<file path="src/rtl/core/gwwb_pkg.sv">
// ----------------------------------------------------------------------------
// gwwb_pkg: shared definitions for the gray-world white balance unit
// Widths, fixed-point constants, channel and command codes, and the
// command/status structs between the controller and the datapath.
// ----------------------------------------------------------------------------
`default_nettype none

package gwwb_pkg;

    localparam int PIX_W  = 8;                 // one color channel
    localparam int SUM_W  = 28;                // running channel sum
    localparam int GAIN_W = 24;                // Q8.16 gain
    localparam int FRAC_W = 16;                // gain fraction bits
    localparam int TOT_W  = SUM_W + 2;         // sum of three channel sums
    localparam int NUM_W  = TOT_W + FRAC_W + 2; // 2*T*2^16 + 3*S
    localparam int DEN_W  = SUM_W + 3;         // 6*S
    localparam int STEP_W = $clog2(GAIN_W);    // divider step counter

    localparam logic [SUM_W-1:0]  SUM_MAX  = {SUM_W{1'b1}};
    localparam logic [GAIN_W-1:0] GAIN_ONE = GAIN_W'(1) << FRAC_W;
    localparam logic [GAIN_W-1:0] GAIN_MAX = {GAIN_W{1'b1}};

    // input command codes
    localparam logic CMD_ACC   = 1'b0;
    localparam logic CMD_APPLY = 1'b1;

    typedef logic [1:0] chan_t;
    localparam chan_t CH_RED   = 2'd0;
    localparam chan_t CH_GREEN = 2'd1;
    localparam chan_t CH_BLUE  = 2'd2;

    // controller -> datapath
    typedef struct packed {
        logic  acc_en;        // add input pixel to the sums
        logic  acc_clear;     // start sums from zero
        logic  out_load_in;   // scale input pixel into output register
        logic  pix_hold;      // capture input pixel for later
        logic  total_load;    // register the sum of all three sums
        logic  div_load;      // set up numerator/denominator for channel
        logic  div_check;     // resolve zero/saturation or seed divider
        logic  div_step;      // one restoring division step
        logic  gain_write;    // store quotient as channel gain
        logic  out_load_held; // scale held pixel into output register
        chan_t ch;            // channel under division
    } dp_cmd_t;

    // datapath -> controller
    typedef struct packed {
        logic den_zero;       // channel sum is zero
        logic gain_ovf;       // quotient would exceed GAIN_MAX
    } dp_stat_t;

endpackage

`default_nettype wire

</file>
<file path="src/rtl/core/gwwb_dp.sv">
// ----------------------------------------------------------------------------
// gwwb_dp: white balance datapath
// Channel sums, iterative gain divider, gain registers, pixel scaling and
// the output register.
// ----------------------------------------------------------------------------
`default_nettype none

module gwwb_dp
(
    input  wire logic                       clk,
    input  wire logic                       rst_n,
    input  wire gwwb_pkg::dp_cmd_t          ctl,
    output gwwb_pkg::dp_stat_t              stat,
    input  wire logic [gwwb_pkg::PIX_W-1:0] red_in,
    input  wire logic [gwwb_pkg::PIX_W-1:0] green_in,
    input  wire logic [gwwb_pkg::PIX_W-1:0] blue_in,
    output logic      [gwwb_pkg::PIX_W-1:0] red_out,
    output logic      [gwwb_pkg::PIX_W-1:0] green_out,
    output logic      [gwwb_pkg::PIX_W-1:0] blue_out
);

    localparam int PROD_W = gwwb_pkg::PIX_W + gwwb_pkg::GAIN_W + 1;

    function automatic logic [gwwb_pkg::SUM_W-1:0] sat_add(
        input logic [gwwb_pkg::SUM_W-1:0] base,
        input logic [gwwb_pkg::PIX_W-1:0] v
    );
        logic [gwwb_pkg::SUM_W:0] s;
        s = (gwwb_pkg::SUM_W + 1)'(base) + (gwwb_pkg::SUM_W + 1)'(v);
        return s[gwwb_pkg::SUM_W] ? gwwb_pkg::SUM_MAX : s[gwwb_pkg::SUM_W-1:0];
    endfunction

    // round to nearest (ties up), clamp to 255
    function automatic logic [gwwb_pkg::PIX_W-1:0] scale(
        input logic [gwwb_pkg::PIX_W-1:0]  v,
        input logic [gwwb_pkg::GAIN_W-1:0] gain
    );
        logic [PROD_W-1:0] p;
        p = PROD_W'(v) * PROD_W'(gain) + (PROD_W'(1) << (gwwb_pkg::FRAC_W - 1));
        if (p[PROD_W-1:gwwb_pkg::FRAC_W+gwwb_pkg::PIX_W] != '0)
            return {gwwb_pkg::PIX_W{1'b1}};
        return p[gwwb_pkg::FRAC_W+gwwb_pkg::PIX_W-1:gwwb_pkg::FRAC_W];
    endfunction

    logic [gwwb_pkg::SUM_W-1:0]  red_sum_reg, green_sum_reg, blue_sum_reg;
    logic [gwwb_pkg::GAIN_W-1:0] red_gain_reg, green_gain_reg, blue_gain_reg;
    logic [gwwb_pkg::PIX_W-1:0]  hold_r_reg, hold_g_reg, hold_b_reg;
    logic [gwwb_pkg::TOT_W-1:0]  total_reg;
    logic [gwwb_pkg::NUM_W-1:0]  num_reg;
    logic [gwwb_pkg::DEN_W-1:0]  den_reg;
    logic [gwwb_pkg::DEN_W-1:0]  rem_reg;
    logic [gwwb_pkg::GAIN_W-1:0] low_reg;
    logic [gwwb_pkg::GAIN_W-1:0] quo_reg;
    logic [gwwb_pkg::PIX_W-1:0]  red_out_reg, green_out_reg, blue_out_reg;

    logic [gwwb_pkg::SUM_W-1:0]  sel_sum;
    logic [gwwb_pkg::GAIN_W-1:0] num_hi;
    logic [gwwb_pkg::DEN_W:0]    shifted;
    logic [gwwb_pkg::DEN_W:0]    diff;
    logic                        ge;
    logic [gwwb_pkg::PIX_W-1:0]  src_r, src_g, src_b;

    always_comb
    begin
        case (ctl.ch)
            gwwb_pkg::CH_RED:   sel_sum = red_sum_reg;
            gwwb_pkg::CH_GREEN: sel_sum = green_sum_reg;
            gwwb_pkg::CH_BLUE:  sel_sum = blue_sum_reg;
            default:            sel_sum = '0;
        endcase
    end

    // num >= den * 2^24 exactly when num[47:24] >= den
    assign num_hi        = num_reg[gwwb_pkg::NUM_W-1:gwwb_pkg::GAIN_W];
    assign stat.den_zero = (den_reg == '0);
    assign stat.gain_ovf = (gwwb_pkg::DEN_W'(num_hi) >= den_reg);

    assign shifted = {rem_reg, low_reg[gwwb_pkg::GAIN_W-1]};
    assign diff    = shifted - {1'b0, den_reg};
    assign ge      = (shifted >= {1'b0, den_reg});

    assign src_r = ctl.out_load_held ? hold_r_reg : red_in;
    assign src_g = ctl.out_load_held ? hold_g_reg : green_in;
    assign src_b = ctl.out_load_held ? hold_b_reg : blue_in;

    // architectural state
    always_ff @(posedge clk or negedge rst_n)
    begin
        if (!rst_n)
        begin
            red_sum_reg    <= '0;
            green_sum_reg  <= '0;
            blue_sum_reg   <= '0;
            red_gain_reg   <= gwwb_pkg::GAIN_ONE;
            green_gain_reg <= gwwb_pkg::GAIN_ONE;
            blue_gain_reg  <= gwwb_pkg::GAIN_ONE;
        end
        else
        begin
            if (ctl.acc_en)
            begin
                red_sum_reg   <= sat_add(ctl.acc_clear ? '0 : red_sum_reg, red_in);
                green_sum_reg <= sat_add(ctl.acc_clear ? '0 : green_sum_reg, green_in);
                blue_sum_reg  <= sat_add(ctl.acc_clear ? '0 : blue_sum_reg, blue_in);
            end
            if (ctl.gain_write)
            begin
                case (ctl.ch)
                    gwwb_pkg::CH_RED:   red_gain_reg   <= quo_reg;
                    gwwb_pkg::CH_GREEN: green_gain_reg <= quo_reg;
                    gwwb_pkg::CH_BLUE:  blue_gain_reg  <= quo_reg;
                    default:            ;
                endcase
            end
        end
    end

    // working registers, no reset needed
    always_ff @(posedge clk)
    begin
        if (ctl.pix_hold)
        begin
            hold_r_reg <= red_in;
            hold_g_reg <= green_in;
            hold_b_reg <= blue_in;
        end
        if (ctl.total_load)
            total_reg <= gwwb_pkg::TOT_W'(red_sum_reg) + gwwb_pkg::TOT_W'(green_sum_reg)
                       + gwwb_pkg::TOT_W'(blue_sum_reg);
        if (ctl.div_load)
        begin
            num_reg <= (gwwb_pkg::NUM_W'(total_reg) << (gwwb_pkg::FRAC_W + 1))
                     + (gwwb_pkg::NUM_W'(sel_sum) << 1) + gwwb_pkg::NUM_W'(sel_sum);
            den_reg <= (gwwb_pkg::DEN_W'(sel_sum) << 2) + (gwwb_pkg::DEN_W'(sel_sum) << 1);
        end
        if (ctl.div_check)
        begin
            rem_reg <= gwwb_pkg::DEN_W'(num_hi);
            low_reg <= num_reg[gwwb_pkg::GAIN_W-1:0];
            if (stat.den_zero)
                quo_reg <= '0;
            else if (stat.gain_ovf)
                quo_reg <= gwwb_pkg::GAIN_MAX;
            else
                quo_reg <= '0;
        end
        if (ctl.div_step)
        begin
            rem_reg <= ge ? diff[gwwb_pkg::DEN_W-1:0] : shifted[gwwb_pkg::DEN_W-1:0];
            low_reg <= low_reg << 1;
            quo_reg <= {quo_reg[gwwb_pkg::GAIN_W-2:0], ge};
        end
        if (ctl.out_load_in || ctl.out_load_held)
        begin
            red_out_reg   <= scale(src_r, red_gain_reg);
            green_out_reg <= scale(src_g, green_gain_reg);
            blue_out_reg  <= scale(src_b, blue_gain_reg);
        end
    end

    assign red_out   = red_out_reg;
    assign green_out = green_out_reg;
    assign blue_out  = blue_out_reg;

    // restoring divider keeps the partial remainder below the divisor
    a_rem_below_den: assert property (@(posedge clk) disable iff (!rst_n)
        ctl.div_step |-> (rem_reg < den_reg))
        else $error("divider remainder not below divisor");

    a_gain_write_zero: assert property (@(posedge clk) disable iff (!rst_n)
        (ctl.div_check && stat.den_zero) |=> (quo_reg == '0))
        else $error("zero channel sum did not give zero gain");

    a_gain_write_sat: assert property (@(posedge clk) disable iff (!rst_n)
        (ctl.div_check && !stat.den_zero && stat.gain_ovf)
        |=> (quo_reg == gwwb_pkg::GAIN_MAX))
        else $error("overflowing gain not saturated");

endmodule

`default_nettype wire

</file>
<file path="src/rtl/core/gwwb_ctrl.sv">
// ----------------------------------------------------------------------------
// gwwb_ctrl: white balance controller
// Handshakes, output valid, and the sequence of the per-frame gain division.
// ----------------------------------------------------------------------------
`default_nettype none

module gwwb_ctrl
(
    input  wire logic               clk,
    input  wire logic               rst_n,
    input  wire logic               in_valid,
    output logic                    in_stall,
    input  wire logic               cmd,
    input  wire logic               first_of_pass,
    output logic                    out_valid,
    input  wire logic               out_stall,
    output gwwb_pkg::dp_cmd_t       ctl,
    input  wire gwwb_pkg::dp_stat_t stat
);

    typedef enum logic [6:0] {
        ST_IDLE  = 7'b0000001,
        ST_TOTAL = 7'b0000010,
        ST_LOAD  = 7'b0000100,
        ST_CHECK = 7'b0001000,
        ST_STEP  = 7'b0010000,
        ST_WRITE = 7'b0100000,
        ST_EMIT  = 7'b1000000
    } state_t;

    localparam logic [gwwb_pkg::STEP_W-1:0] STEP_LAST = gwwb_pkg::STEP_W'(gwwb_pkg::GAIN_W - 1);

    state_t                        state_reg, state_next;
    gwwb_pkg::chan_t               ch_reg, ch_next;
    logic [gwwb_pkg::STEP_W-1:0]   step_reg, step_next;
    logic                          out_valid_reg, out_valid_next;
    logic                          in_xfer;
    logic                          out_xfer;
    logic                          out_free;

    assign out_free = !out_valid_reg || !out_stall;
    assign in_stall = (state_reg != ST_IDLE) || !out_free;
    assign in_xfer  = in_valid && !in_stall;
    assign out_xfer = out_valid_reg && !out_stall;

    always_comb
    begin
        state_next     = state_reg;
        ch_next        = ch_reg;
        step_next      = step_reg;
        out_valid_next = out_valid_reg && !out_xfer;
        ctl            = '0;
        ctl.ch         = ch_reg;

        case (state_reg)
            ST_IDLE:
            begin
                if (in_xfer)
                begin
                    if (cmd == gwwb_pkg::CMD_ACC)
                    begin
                        ctl.acc_en    = 1'b1;
                        ctl.acc_clear = first_of_pass;
                    end
                    else if (first_of_pass)
                    begin
                        ctl.pix_hold = 1'b1;
                        state_next   = ST_TOTAL;
                    end
                    else
                    begin
                        ctl.out_load_in = 1'b1;
                        out_valid_next  = 1'b1;
                    end
                end
            end
            ST_TOTAL:
            begin
                ctl.total_load = 1'b1;
                ch_next        = gwwb_pkg::CH_RED;
                state_next     = ST_LOAD;
            end
            ST_LOAD:
            begin
                ctl.div_load = 1'b1;
                state_next   = ST_CHECK;
            end
            ST_CHECK:
            begin
                ctl.div_check = 1'b1;
                step_next     = '0;
                state_next    = (stat.den_zero || stat.gain_ovf) ? ST_WRITE : ST_STEP;
            end
            ST_STEP:
            begin
                ctl.div_step = 1'b1;
                step_next    = step_reg + 1'b1;
                if (step_reg == STEP_LAST)
                    state_next = ST_WRITE;
            end
            ST_WRITE:
            begin
                ctl.gain_write = 1'b1;
                if (ch_reg == gwwb_pkg::CH_BLUE)
                    state_next = ST_EMIT;
                else
                begin
                    ch_next    = ch_reg + 1'b1;
                    state_next = ST_LOAD;
                end
            end
            ST_EMIT:
            begin
                if (out_free)
                begin
                    ctl.out_load_held = 1'b1;
                    out_valid_next    = 1'b1;
                    state_next        = ST_IDLE;
                end
            end
            default:
            begin
                state_next = ST_IDLE;
            end
        endcase
    end

    always_ff @(posedge clk or negedge rst_n)
    begin
        if (!rst_n)
        begin
            state_reg     <= ST_IDLE;
            ch_reg        <= gwwb_pkg::CH_RED;
            step_reg      <= '0;
            out_valid_reg <= 1'b0;
        end
        else
        begin
            state_reg     <= state_next;
            ch_reg        <= ch_next;
            step_reg      <= step_next;
            out_valid_reg <= out_valid_next;
        end
    end

    assign out_valid = out_valid_reg;

    a_first_apply_starts_div: assert property (@(posedge clk) disable iff (!rst_n)
        (in_xfer && cmd == gwwb_pkg::CMD_APPLY && first_of_pass) |=> (state_reg == ST_TOTAL))
        else $error("first apply pixel did not start gain computation");

    a_valid_source: assert property (@(posedge clk) disable iff (!rst_n)
        $rose(out_valid_reg) |-> $past(state_reg == ST_EMIT
            || (in_xfer && cmd == gwwb_pkg::CMD_APPLY)))
        else $error("result raised without an apply pixel");

    a_channel_range: assert property (@(posedge clk) disable iff (!rst_n)
        (state_reg != ST_IDLE) |-> (ch_reg != 2'd3))
        else $error("division channel out of range");

    a_step_bound: assert property (@(posedge clk) disable iff (!rst_n)
        (state_reg == ST_STEP) |-> (step_reg <= STEP_LAST))
        else $error("divider step count overran");

endmodule

`default_nettype wire

</file>
<file path="src/rtl/core/gray_world_white_balance_unit.sv">
// ----------------------------------------------------------------------------
// gray_world_white_balance_unit: two-pass gray-world white balance
//
// Input channel (in_valid / in_stall): one RGB pixel per transfer, with cmd
// (0 accumulate pass, 1 apply pass) and first_of_pass. Output channel
// (out_valid / out_stall): one balanced RGB pixel per apply-pass transfer;
// accumulate-pass pixels produce nothing.
// Accumulate pixels are taken one per cycle while idle and the output is
// not stalled; first_of_pass clears the sums. Later apply pixels likewise
// are taken one per cycle and appear in the next cycle from the output
// register (one 8x24 multiply per channel, then round and clamp). The first
// apply pixel of a pass runs the gain division with in_stall high: the sums
// are totalled, then one shared restoring divider runs load, check, 24 steps
// (skipped for a zero or clipped gain) and write per channel, then emit.
// Reset clears the sums and sets all gains to 1.0 (Q8.16), so apply pixels
// before any gain computation pass through unchanged.
// When the receiver stalls a held result, in_stall rises too; the result
// holds in the output register until it is taken.
// ----------------------------------------------------------------------------
`default_nettype none

module gray_world_white_balance_unit
(
    input  wire logic                       clk,
    input  wire logic                       rst_n,
    // input pixel channel
    input  wire logic                       in_valid,
    output logic                            in_stall,
    input  wire logic                       cmd,
    input  wire logic                       first_of_pass,
    input  wire logic [gwwb_pkg::PIX_W-1:0] red_in,
    input  wire logic [gwwb_pkg::PIX_W-1:0] green_in,
    input  wire logic [gwwb_pkg::PIX_W-1:0] blue_in,
    // output pixel channel
    output logic                            out_valid,
    input  wire logic                       out_stall,
    output logic      [gwwb_pkg::PIX_W-1:0] red_out,
    output logic      [gwwb_pkg::PIX_W-1:0] green_out,
    output logic      [gwwb_pkg::PIX_W-1:0] blue_out
);

    gwwb_pkg::dp_cmd_t  ctl;   // controller commands
    gwwb_pkg::dp_stat_t stat;  // divider status back to controller

    // handshakes and division sequencing
    gwwb_ctrl u_ctrl
    (
        .clk           (clk),
        .rst_n         (rst_n),
        .in_valid      (in_valid),
        .in_stall      (in_stall),
        .cmd           (cmd),
        .first_of_pass (first_of_pass),
        .out_valid     (out_valid),
        .out_stall     (out_stall),
        .ctl           (ctl),
        .stat          (stat)
    );

    // sums, gains, divider and pixel scaling
    gwwb_dp u_dp
    (
        .clk       (clk),
        .rst_n     (rst_n),
        .ctl       (ctl),
        .stat      (stat),
        .red_in    (red_in),
        .green_in  (green_in),
        .blue_in   (blue_in),
        .red_out   (red_out),
        .green_out (green_out),
        .blue_out  (blue_out)
    );

endmodule

`default_nettype wire

</file>
<file path="config.mk">
export PLATFORM = sky130hd
export DESIGN_NAME = gray_world_white_balance_unit
export DESIGN_NICKNAME = d
export VERILOG_FILES = /design/src/rtl/core/gwwb_pkg.sv /design/src/rtl/core/gwwb_dp.sv /design/src/rtl/core/gwwb_ctrl.sv /design/src/rtl/core/gray_world_white_balance_unit.sv
export SDC_FILE = /design/constraint.sdc
export NUM_CORES = 2
export LEC_CHECK = 0
export BUFFER_PORTS_ARGS = -buffer_cell sky130_fd_sc_hd__buf_2
export CAP_MARGIN = 10
export CORE_ASPECT_RATIO = 1.5
export CORE_MARGIN = 10
export CORE_UTILIZATION = 46
export DETAILED_ROUTE_END_ITERATION = 10
export GPL_ROUTABILITY_DRIVEN = 0
export GPL_TIMING_DRIVEN = 0
export PLACE_DENSITY = 0.68
export REMOVE_ABC_BUFFERS = 1
export SETUP_SLACK_MARGIN = 0.05
export SLEW_MARGIN = 15
export SYNTH_ARGS = -nofsm -noshare
export SYNTH_HDL_FRONTEND = slang
export SYNTH_SLANG_ARGS = --single-unit
</file>
<file path="constraint.sdc">
create_clock -name clk -period 8.39 [get_ports clk]
set_input_delay 0.4195 -clock clk [delete_from_list [all_inputs] [get_ports clk]]
set_output_delay 0.4195 -clock clk [all_outputs]
set_load 0.01 [all_outputs]
</file>
# After elaboration in Yosys (flattened, before gate mapping)
# Cells that the tools add are included.
[totals] in_bits=30 output_inout_bits=26 word_cells=144 register_bits=407
[classes] n_lt_le_gt_ge=2 n_eq_ne=17 n_mul=3 reduce_logical=25 n_addsub=14 mux=60
[ops] operator="$mux 28" n=6
[ops] operator="$mux 24" n=6
[ops] operator="$add 32x16->33 const B" n=3
[ops] operator="$mul 8x24->32" n=3
[ops] operator="$mux 31" n=3
[ops] operator="$add 28x8->29" n=3
[ops] operator="$pmux 28 s3" n=1
[ops] operator="$mux 8" n=9
[ops] operator="$pmux 7 s7" n=1
[ops] operator="$add 47x29->48" n=1
[ops] operator="$add 48x28->48" n=1
[ops] operator="$mux 7" n=6
[ops] operator="$ge 32x31->1" n=1
[ops] operator="$add 30x29->31" n=1
[ops] operator="$ge 24x31->1" n=1
[ops] operator="$logic_not 31->1" n=1
[ops] operator="$sub 31x31->31" n=1
[ops] operator="$add 30x28->30" n=1
[ops] operator="$add 28x28->29" n=1
[ops] operator="$reduce_bool 9->1" n=3
[ops] operator="$mux 1" n=19
[ops] operator="$pmux 5 s2" n=1
[ops] operator="$mux 4" n=2
[ops] operator="$reduce_and 2->1" n=4
[ops] operator="other kinds (25)" n=42

# Longest topological paths before layout
[logic_depth] depth_word=11 depth_mapped=25 mapped_depth_nobuf=23

# By module
# A second synthesis with hierarchy kept.
[hier_totals] cells_unflattened=4389 area_unflattened_um2=43166.4
[by_module_without_submodules] module="gwwb_dp" n_inst=1 cells_each=4299 area_each_um2=42299.3 seq_area_each_um2=10864.2
[by_module_without_submodules] module="gwwb_ctrl" n_inst=1 cells_each=90 area_each_um2=867.1 seq_area_each_um2=376.6

# Worst setup path after synthesis
# Ideal clock, no wire load.
[synth_timing] path_type="reg2reg" start="register u_ctrl.state_reg[4]" end="register u_dp.green_out_reg, in the netlist u_dp.green_out[7] (data pin)" t_arrival_ns=6.811 path_buffers=2 synth_period_minus_slack_ns=7.123 setup_slack_ns=1.267 required_time_ns=8.078 setup_ns=0.312 stages_incl_launch_ff=24 path_cell_list="dfrtp_1 > nor4_1 > nand4_1 > clkbuf_1 > mux2i_1 > clkbuf_1 > nor2b_1 > fa_1 > fa_1 > fa_1 > inv_1 > fa_1 > inv_1 > ha_1 > a21o_1 > a21o_1 > a21o_1 > or4_4 > o22ai_4 > o31a_4 > nor2b_1 > o32a_1 > a2111oi_4 > o2111ai_1"
[synth_between] elab_chain_len=9
[synth_lines] element="start: declaration" line="gwwb_ctrl.sv:33" text="state_t state_reg, state_next;"
[synth_lines] element="start signal: assignment" line="gwwb_ctrl.sv:139" text="state_reg <= state_next;"
[synth_lines] element="$eq 7x7->1 (*)" line="gwwb_ctrl.sv:55" text="case (state_reg)"
[synth_lines] element="$mux 1 (*)" line="gwwb_ctrl.sv:55"
[synth_lines] element="$mux 8 (*)" line="gwwb_dp.sv:83" text="assign src_g = ctl.out_load_held ? hold_g_reg : green_in;"
[synth_lines] element="$mul 8x24->32 (*)" line="gwwb_dp.sv:39" text="p = PROD_W'(v) * PROD_W'(gain) + (PROD_W'(1) << (gwwb_pkg::FRAC_W - 1));"
[synth_lines] element="$add 32x16->33 (*)" line="gwwb_dp.sv:39"
[synth_lines] element="$reduce_bool 9->1" line="gwwb_dp.sv:40" text="if (p[PROD_W-1:gwwb_pkg::FRAC_W+gwwb_pkg::PIX_W] != '0)"
[synth_lines] element="$mux 1" line="gwwb_dp.sv:40"
[synth_lines] element="$mux 1" line="gwwb_dp.sv:153" text="if (ctl.out_load_in || ctl.out_load_held)"
[synth_lines] element="$mux 8 (*)" line="gwwb_dp.sv:42" text="return p[gwwb_pkg::FRAC_W+gwwb_pkg::PIX_W-1:gwwb_pkg::FRAC_W];"
[synth_lines] element="end signal: assignment" line="gwwb_dp.sv:156" text="green_out_reg <= scale(src_g, green_gain_reg);"
[synth_lines] element="end: declaration" line="gwwb_dp.sv:54" text="logic [gwwb_pkg::PIX_W-1:0] red_out_reg, green_out_reg, blue_out_reg;"
# Mark *: on every way between the ends. The rest lies on a longest branch, timed or not. The select of a mux whose other input is x is not followed.
# A chain may end at the register's enable or synchronous reset.

# Worst setup path after layout
# Same ends and word-level chain as after synthesis.

==> flow_summary.toml <==
[cells_and_area]
fill_cells = 8786
fin_area_um2 = 47180
drive_above_1_share = 0.06884
fin_util = 0.5004
fin_nets = 5397
synthToLayoutAreaGrowth_pct = 8.062
largest_reg_flops = 48
stdcell_count = 5825

[timing]
rsz0062_at_grt = "false"
drv_slew = 0
relSlewSlack = 0.2038
hold_viol = 0
period_minus_slack_ns = 7.836
skew_ns = 0.02155
hold_slack_ns = 0.04225
setup_viol = 0
fmax_mhz = 127.6
worstMarginPinSlew_ns = 1.194
finalCritPeriodShare = 0.9340

[floorplanning]
initial_utilization = 0.4631
num_io_pins = 56
core_area_um2 = 94280
rows = 138
die_x_um = 271.5
fp.dieArea_um2 = 107900
die_height_um = 397.3

[yosys]
synth_most_common_cell = "inv_1"
synth_fa_ha_area_frac = 0.3143
synthTopCellsByCount = "inv_1, fa_1, ha_1"
yosys.area.top_type = "fa_1"
synth_top_family_by_area = "adder cells"
ys_seq_elements = 403
yosysWarnings = 0
synthFlopType = "edfxtp_1"
yosysUniqueCellTypes = 88
synthArstFlopShare = 0.4243
syn_area_um2 = 43660
synth_cells = 4533
yosysSeqAreaShare = 0.2575
synth_edf_count = 231
synth-compound-area-share = 0.1246
synth_xor_area_frac = 0.03732
synth_area_leaders = "fa_1, edfxtp_1, ha_1"
syn_avg_cell_area_um2 = 9.631
synthMuxAreaShare = 0.03262
synth-simple-area-share = 0.1671
yosysTopAreaCellShare = 0.1954

[min_path]
hp-class = "in2reg"

[global_route]
antenna_found_initial = 11
met3_usage = 0.01834
use_met2 = 0.3835
grt_pass1_vias = 34190
grt_max_degree = 99
grt-ovfl-total = 0
grt_use_met1 = 0.2230
grt_usage = 0.2052
busiest_layer = "met2"
grt_pass1_wl_mm = 179.1

[placed_design]
place_inst = 5737
numPortBuffers = 55
dpl_cell_area_um2 = 45610
hpwl_mm = 86.61

[clocking]
cts_sinks = 403
cts_tree = "built"
path_clk_slew_ns = 0.08
post_cts_resized = 0
cts-htree-levels = 2
clockBufferDepth = 3
clock_latency_ns = 0.60
clockRootBuffer = "clkbuf_16"
cts_buffers = 44

[pwr]
finalPower_mw = 8.793
powerDensity_nw_per_um2 = 186.4
p_leak_nw = 22.59
ir_drop_uv = 209.9

[critical_path]
cp-start-kind = "register"
cp_max_fo = 25
crit_path_end_kind = "register"
cp_slowest_cell = "mux2_2"
crit_top_cell = "fa_1"
worstPathRequired_ns = 8.70
crit_chain = "nor4_1 > nand4_1 > buf_4 > buf_8 > mux2_2 > and2_1 > fa_1 > fa_1 > fa_1 > inv_1 > fa_1 > inv_1 > ha_1 > nand4_1 > or2_2 > o22ai_1 > o22ai_4 > o31a_4 > o21ai_1 > mux2i_1 > a2111oi_4 > o2111ai_1"
critical_path_class = "reg2reg"
arrival_ns = 8.14
slowest_delay_ns = 0.61

[detailed_routing]
via_per_inst = 5.603
ant_nets = 0
dr.pass1.iters = 6
drtIter0Drc = 1764
wl_per_cell_um = 18.87
wirelength_mm = 109.9
drcViolationCount = 0
vias = 32640

[outcome]
status = "complete, no violations"

[job]
drv_cap = 0
## metrics by stage
step,setup WS (ns),TNS [ns]
floorplan,0.3286,0
global placement,-2.229,-251.02
detailed placement,-0.001721,-0.001721
CTS,0.6327,0
global route,0.2718,0
finish,0.5540,0
## layout by cell type (no fill, tap or decap), drive strengths merged, types with 87 or more instances in the layout
cell,n
a21o,106
a21oi,201
and2,342
buf,87
dfrtp,167
edfxtp,231
fa,426
ha,415
inv,638
mux2,90
nand2,329
nor2,184
nor2b,202
o21ai,182
xnor2,115
## path summary, 6_finish.rpt
| path | slack [ns] | end | startpoint | depth (start not counted) |
|---|---|---|---|---|
| worst max-delay path | 0.55 | u_dp.green_out[7]$_SDFFCE_PP1P_ | u_ctrl.state_reg[4]$_DFFE_PN0P_ | 22 |
| worst min-delay path | 0.04 | u_dp.hold_r_reg[3]$_DFFE_PP_ | red_in[3] | 1 |
| worst max register to register | 0.55 | u_dp.green_out[7]$_SDFFCE_PP1P_ | u_ctrl.state_reg[4]$_DFFE_PN0P_ | 22 |
| worst min register to register | 0.47 | u_dp.low_reg[0]$_SDFFE_PP0N_ | u_dp.low_reg[0]$_SDFFE_PP0N_ | 2 |
| max in group asynchronous | 7.02 | u_ctrl.state_reg[0]$_DFFE_PN1P_ | rst_n | 3 |
| min in group asynchronous | 0.40 | u_ctrl.out_valid$_DFF_PN0_ | rst_n | 2 |
## area by class of cell
cell class,instances,area (um2),area share
Multi-Input combinational cell,3358,29700,0.6295
Sequential cell,403,11240,0.2383
Inverter,631,2371,0.05026
Tap cell,1260,1577,0.03342
Clock buffer,52,1215,0.02575
Timing Repair Buffer,88,762.0,0.01615
Clock inverter,29,302.8,0.006418
Antenna cell,4,10.01,0.0002122
## routing by layer
metal  share of wire  vias up
met5         0.00018        -
met4           0.064        4
met3           0.035      295
met2            0.53      755
met1            0.37    16310
li1                -    15270
## report_power, final
group	leakage, nW	switching, mW	internal (mW)
combinational	17.5	2.42	1.63
sequential	4.40	0.213	2.44
clock	0.736	0.917	1.18
total	22.6	3.55	5.24
## worst max-delay path, delay by kind of cell (launching register included)
family | cells | cell delay, ns
simple gates | 5 | 1.51
mux | 2 | 0.77
buf+inv | 4 | 0.45
fa+ha+maj | 5 | 2.24
flops | 1 | 0.44
compound gates | 6 | 2.12
## what timing repair did
action                                  4_1_cts  5_1_grt
hold buffers                                  1        0
buffers inserted                              2        0
endpoints found under the hold margin        72        0
endpoints found under the setup margin        8        0
## cell families (layout without fill, tap and decap cells)
kind of cell | after synthesis | after routing
multiplexers | 131 | 131
XOR/XNOR | 186 | 186
flip-flops | 403 | 403
adder cells (fa/ha/maj) | 841 | 841
AO/OA/AOI/OAI | 823 | 823
buffers and inverters | 772 | 800
AND/OR/NAND/NOR | 1377 | 1377
other | 0 | 4
Power figures use the tool's default switching activity.
